`src/pprb_pkg.sv`:
```
// Shared types, constants and helpers for the pipe pool ring buffers.
package pprb_pkg;

    localparam int NUM_PIPES      = 8;
    localparam int PIPE_BYTES     = 4096;
    localparam int MAX_READ_BURST = 64;

    localparam int IDX_W   = $clog2(NUM_PIPES);
    localparam int PTR_W   = $clog2(PIPE_BYTES);
    localparam int FILL_W  = PTR_W + 1;
    localparam int LEN_W   = 7;
    localparam int REF_W   = 8;
    localparam int DATA_W  = 8;
    localparam int ADDR_W  = IDX_W + PTR_W;
    localparam int STORE_DEPTH = NUM_PIPES * PIPE_BYTES;

    localparam logic [REF_W-1:0] REF_MAX = 8'd255;

    typedef enum logic [2:0] {
        OP_CREATE  = 3'd0,
        OP_WRITE   = 3'd1,
        OP_READ    = 3'd2,
        OP_ADDREF  = 3'd3,
        OP_DROPREF = 3'd4
    } op_t;

    typedef enum logic [2:0] {
        ST_OK     = 3'd0,
        ST_FULL   = 3'd1,
        ST_EOF    = 3'd2,
        ST_AGAIN  = 3'd3,
        ST_NOPIPE = 3'd4,
        ST_REFLIM = 3'd5
    } status_t;

    typedef enum logic [1:0] {
        S_IDLE = 2'b01,
        S_READ = 2'b10
    } state_t;

    typedef struct packed {
        op_t               op;
        logic [IDX_W-1:0]  idx;
        logic [DATA_W-1:0] data;
        logic [LEN_W-1:0]  len;
        logic              wend;
    } item_t;

    typedef struct packed {
        status_t           status;
        logic [DATA_W-1:0] rdata;
        logic [IDX_W-1:0]  new_pipe;
        logic              freed;
        logic              last;
    } result_t;

    function automatic logic [PTR_W-1:0] advance(input logic [PTR_W-1:0] p);
        return (p == PTR_W'(PIPE_BYTES - 1)) ? '0 : p + 1'b1;
    endfunction

endpackage

```
`src/pprb_front.sv`:
```
// Front end: accepts request beats, decodes them and queues those with a known operation for the back end.
module pprb_front (
    input  logic          clk,
    input  logic          rst_n,
    input  logic          s_tvalid,
    output logic          s_tready,
    input  logic [23:0]   s_tdata,   // pipe_index[2:0], write_data[10:3], request_length[17:11], write_end[18]
    input  logic [2:0]    s_tuser,   // operation[2:0]
    output logic          q_valid,
    output pprb_pkg::item_t q_item,
    input  logic          q_pop
);
    import pprb_pkg::*;

    item_t            ent_reg [2];
    item_t            ent_next [2];
    logic             head_reg, head_next;
    logic [1:0]       occ_reg, occ_next;
    item_t            dec;
    logic             known;
    logic             push;
    logic [LEN_W-1:0] raw_len;

    always_comb
    begin
        raw_len  = s_tdata[17:11];
        known    = s_tuser <= 3'(OP_DROPREF);
        dec.op   = op_t'(s_tuser);
        dec.idx  = s_tdata[2:0];
        dec.data = s_tdata[10:3];
        dec.len  = (raw_len > LEN_W'(MAX_READ_BURST)) ? LEN_W'(MAX_READ_BURST) : raw_len;
        dec.wend = s_tdata[18];
    end

    assign s_tready = (occ_reg != 2'd2);
    assign push     = s_tvalid && s_tready && known;
    assign q_valid  = (occ_reg != 2'd0);
    assign q_item   = ent_reg[head_reg];

    always_comb
    begin
        ent_next[0] = ent_reg[0];
        ent_next[1] = ent_reg[1];
        if (push)
        begin
            ent_next[head_reg ^ occ_reg[0]] = dec;
        end
        head_next = head_reg ^ q_pop;
        occ_next  = occ_reg + 2'(push) - 2'(q_pop);
    end

    always_ff @(posedge clk or negedge rst_n)
    begin
        if (!rst_n)
        begin
            head_reg <= 1'b0;
            occ_reg  <= 2'd0;
        end
        else
        begin
            head_reg <= head_next;
            occ_reg  <= occ_next;
        end
    end

    always_ff @(posedge clk)
    begin
        ent_reg[0] <= ent_next[0];
        ent_reg[1] <= ent_next[1];
    end

endmodule

```
`config.mk`:
```
export PLATFORM = sky130hd
export DESIGN_NAME = pprb_front
export DESIGN_NICKNAME = d
export VERILOG_FILES = /design/src/pprb_pkg.sv /design/src/pprb_front.sv
export SDC_FILE = /design/constraint.sdc
export NUM_CORES = 1
export LEC_CHECK = 0
export BUFFER_PORTS_ARGS = -buffer_cell sky130_fd_sc_hd__buf_2
export CORE_UTILIZATION = 40
export DETAILED_ROUTE_END_ITERATION = 16
export GPL_ROUTABILITY_DRIVEN = 1
export PLACE_DENSITY = 0.63
export REMOVE_ABC_BUFFERS = 1
export SLEW_MARGIN = 0
export SYNTH_ARGS = -nofsm -noshare
export SYNTH_HDL_FRONTEND = slang
export SYNTH_SLANG_ARGS = --single-unit
```
`constraint.sdc`:
```
create_clock -name clk -period 2.5 [get_ports clk]
set_input_delay 0.375 -clock clk [delete_from_list [all_inputs] [get_ports clk]]
set_output_delay 0.375 -clock clk [all_outputs]
set_load 0.01 [all_outputs]
```
-- Yosys cells after proc, flatten, opt, wreduce, memory -nomap -nowiden
Memory sizes are Yosys's and may differ from the RTL's.
Index checks and enable logic that the tools add are counted.
- reductions and logical operators: 4
- equal/unequal tests: 1
- multiplexer cells: 5
- add/subtract/negate cells: 2
- bitwise gates (word level): 3
- magnitude comparators: 4
- operator list (operator ; number):
    44-bit bitwise mux ; 1
    44-bit 2-to-1 mux ; 1
    22-bit demux with 1-bit select ; 1
    22-bit 2-to-1 mux ; 1
    7-bit greater-than comparator, second input constant ; 1
    7-bit 2-to-1 mux ; 1
    3-bit <= comparator, second input constant ; 1
    1-bit logical AND ; 3
    2-bit by 1-bit adder with 2-bit output ; 1
    2-bit >= comparator, second input constant ; 1
    2-bit by 1-bit < comparator with 1-bit output, second input constant ; 1
    2-bit != test, second input constant ; 1
    1-bit NOT with 2-bit output ; 1
    2-bit nonzero test ; 1
    2-bit by 1-bit subtractor with 2-bit output ; 1
    1-bit XOR ; 2
- bits in registers: 3
- input bits: 31
- memories: 1
- word-level logic and storage cells: 22
- output and inout port bits: 24
- bits in writable memories: 44
- memory list (memory ; words ; bits a word ; rd ports ; clocked after memory_dff ; wr ports ; RTL line ; RTL):
    ent_reg ; 2 ; 22 ; 3 ; 0 ; 2 ; pprb_front.sv:15 ; item_t ent_reg [2];

-- Logic depth before layout (Yosys ltp)
- word-level depth: 8
- gate-level depth with buffers: 7
- mapped depth without buffers: 7

-- Worst setup path before layout
Ideal clock, no wire load.
- kind: reg2reg
- start: register, netlist name head_reg
- end: memory ent_reg[1][0] (netlist name), enable pin
- required time: 2120 ps
- slack: 831 ps
- cell stages (with the launch flop): 4
- clock period less this slack: 1669 ps
- library setup time: 380 ps
- data arrival time: 1289 ps
- cells stage by stage: dfrtp_1 -> buf_6 -> xor2_1 -> and4_1
- RTL lines (element ; RTL line):
    end: declaration ; pprb_front.sv:15

==> results.sh <==
export IMPL_outcome="complete, but fails checks"
export IMPL_violations="DRC"
export IMPL_rsz0062_at_grt="false"
export IMPL_ys_seq_elements=47
export IMPL_finalCritPeriodShare_pct=77.43
export IMPL_vdd_ir_drop_max_v=0.0006253
export IMPL_synthCells=93
export IMPL_cts_root_buf="clkbuf_8"
export IMPL_cp_max_fo=23
export IMPL_arrival_ps=1560
export IMPL_grt_antenna_before_repair=0
export IMPL_cp_cell_sequence="buf_4, mux2_2, buf_2"
export IMPL_cts_setup_buffers=0
export IMPL_drc_errors=4
export IMPL_slew_violations=0
export IMPL_tns_ps=0
export IMPL_crit_path_top_delay_cell="buf_4"
export IMPL_initial_core_util_pct=42.90
export IMPL_clk_latency_ps=290
export IMPL_vias=973
export IMPL_max_cap_violations=0
export IMPL_synth_distinct_cells=18
export IMPL_largest_reg_flops=44
export IMPL_final_core_util_pct=51.23
export IMPL_routed_via_density=4.817
export IMPL_ys_warn_count=0
export IMPL_ios=55
export IMPL_syn_avg_cell_area_um2=20.64
export IMPL_grt_max_degree=24
export IMPL_fmax_mhz=516.6
export IMPL_drive_gt1_share_pct=55.33
export IMPL_cts_buffer_depth=2
export IMPL_netlist_area_mm2=0.001919
export IMPL_die_w_um=71.27
export IMPL_synth_area_leaders="edfxtp_1, mux2_4, dfrtp_1"
export IMPL_drtIter0Drc=38
export IMPL_critPathKind="reg2out"
export IMPL_routedWlPerCell_um=14.61
export IMPL_crit_path_start_kind="flop"
export IMPL_area_delta_synth_final_pct=19.43
export IMPL_coreArea_mm2=0.004474
export IMPL_htreeDepth=2
export IMPL_antenna_diode_count=0
export IMPL_setup_violations=0
export IMPL_cts_tree="yes"
export IMPL_slew_headroom_pct=58.83
export IMPL_grt_ovfl_total=0
export IMPL_synth_top_area_cell="edfxtp_1"
export IMPL_die_area_mm2=0.005079
export IMPL_routed_wl_um=2951
export IMPL_hold_path_class="in2reg"
export IMPL_cp_data_required_time_ps=2120
export IMPL_grt_pass1_vias=1029
export IMPL_min_period_ps=1936
export IMPL_cts_num_sinks=47
export IMPL_port_buffers=49
export IMPL_std_cell_rows=24
export IMPL_grt_usage_pct=12.94
export IMPL_firstDrtPassIters=10
export IMPL_critical_path_endpoint_type="primary output"
export IMPL_die_h_um=71.27
export IMPL_yosysTopAreaCellShare_pct=68.84
export IMPL_reg2regPathDepth=2
export IMPL_finClkSkew_ps=2.701
export IMPL_dpl_hpwl_um=2020
export IMPL_ys_seq_area_share_pct=72.75
export IMPL_fin_nets=182
export IMPL_p_per_area_mw_per_mm2=1075
export IMPL_worstMarginPinSlew_ps=617.5
export IMPL_cts_buffers=5
export IMPL_antenna_left=0
export IMPL_gp_congestion=0.7150
export IMPL_clk_pin_slew_ps=80
export IMPL_min_delay_path_depth=1
export IMPL_max_stage_delay_ps=390
export IMPL_hold_viol=0
export IMPL_p_leak_nw=0.9266
export IMPL_grt_pass1_wl_um=4843
[where the power goes]
part | internal [mW] | switching [mW] | leakage (nW)
combinational | 0.461 | 0.441 | 0.445
clock | 0.195 | 0.232 | 0.0412
sequential | 1.08 | 0.0553 | 0.441
total | 1.74 | 0.729 | 0.927
[metrics by stage]
step | power [mW] | setup slack [ps] | cells | hold WS, ps | area (um^2)
global placement | 2.035 | 673.3 | 193 | 170.2 | 2197
floorplan | 1.759 | 229.1 | 89 | 79.41 | 1864
global route | 2.601 | 481.3 | 202 | 253.6 | 2292
detailed placement | 2.071 | 632.0 | 193 | 174.1 | 2197
CTS | 2.503 | 523.7 | 202 | 255.6 | 2292
finish | 2.465 | 564.3 | 202 | 269.4 | 2292
[metal layers]
layer / track usage (%) / vias to the layer above / routed length [um]
met4: 4.667 / 0 / 14
met5: 0 / - / 0
li1: - / 459 / -
met2: 22.33 / 40 / 1510
met3: 5.204 / 2 / 212
met1: 14.49 / 472 / 1214
[final timing paths]
kind	startpoint	end	slack (ps)
min in group asynchronous	rst_n	occ_reg[0]$_DFF_PN0_	400
max in group asynchronous	rst_n	head_reg$_DFF_PN0_	2000
max	head_reg$_DFF_PN0_	q_item[2]	560
max reg2reg	occ_reg[0]$_DFF_PN0_	ent_reg[0][11]$_DFFE_PP_	830
min	s_tdata[5]	ent_reg[1][10]$_DFFE_PP_	270
min reg2reg	occ_reg[1]$_DFF_PN0_	occ_reg[1]$_DFF_PN0_	540
[synthesized netlist by cell type (all sizes together)]
| cell type | instances |
|---|---|
| and4 | 1 |
| and4bb | 1 |
| buf | 3 |
| clkbuf | 1 |
| dfrtp | 3 |
| edfxtp | 44 |
| ha | 2 |
| inv | 2 |
| mux2 | 22 |
| nand2b | 1 |
| nand3 | 1 |
| nor2b | 6 |
| o21ai | 1 |
| or2 | 1 |
| xnor2 | 2 |
| xor2 | 2 |
[critical path, delay by kind of cell, from the launching register on]
kind	cells	cell delay (ps)
mux	1	380
buf+inv	2	530
flops	1	360
[final cells by class]
class                           count  area, um^2
Fill cell                         385        2182
Sequential cell                    47        1396
Multi-Input combinational cell     40       460.4
Timing Repair Buffer               53       277.8
Clock buffer                        6       72.57
Tap cell                           52       65.06
Clock inverter                      2       12.51
Inverter                            2       7.507
[timing repair]
item,in CTS,in global routing
hold buffers,1,0
hold endpoints to repair,3,0
resized for setup,0,0
endpoints found under the setup margin,0,0
[cell families after synthesis]
group	count (synthesis)	synth area share [%]
DFF	47	72.75
muxes	22	16.62
and+or+nand+nor	11	3.977
buffers and inverters	6	3.259
xor gates and xnor gates	4	1.826
adders and majority gates	2	1.304
AOI/OAI and AO/OA	1	0.2605
[cells in the final DEF, fill, tap and decap left out, drive strengths merged, types with 2 or more instances in the layout]
master,instances
inv,2
clkbuf,6
buf,52
nor2b,6
dfrtp,3
xor2,2
xnor2,2
edfxtp,44
mux2,22
ha,2
Note: power is estimated with default switching activity, not from simulation.
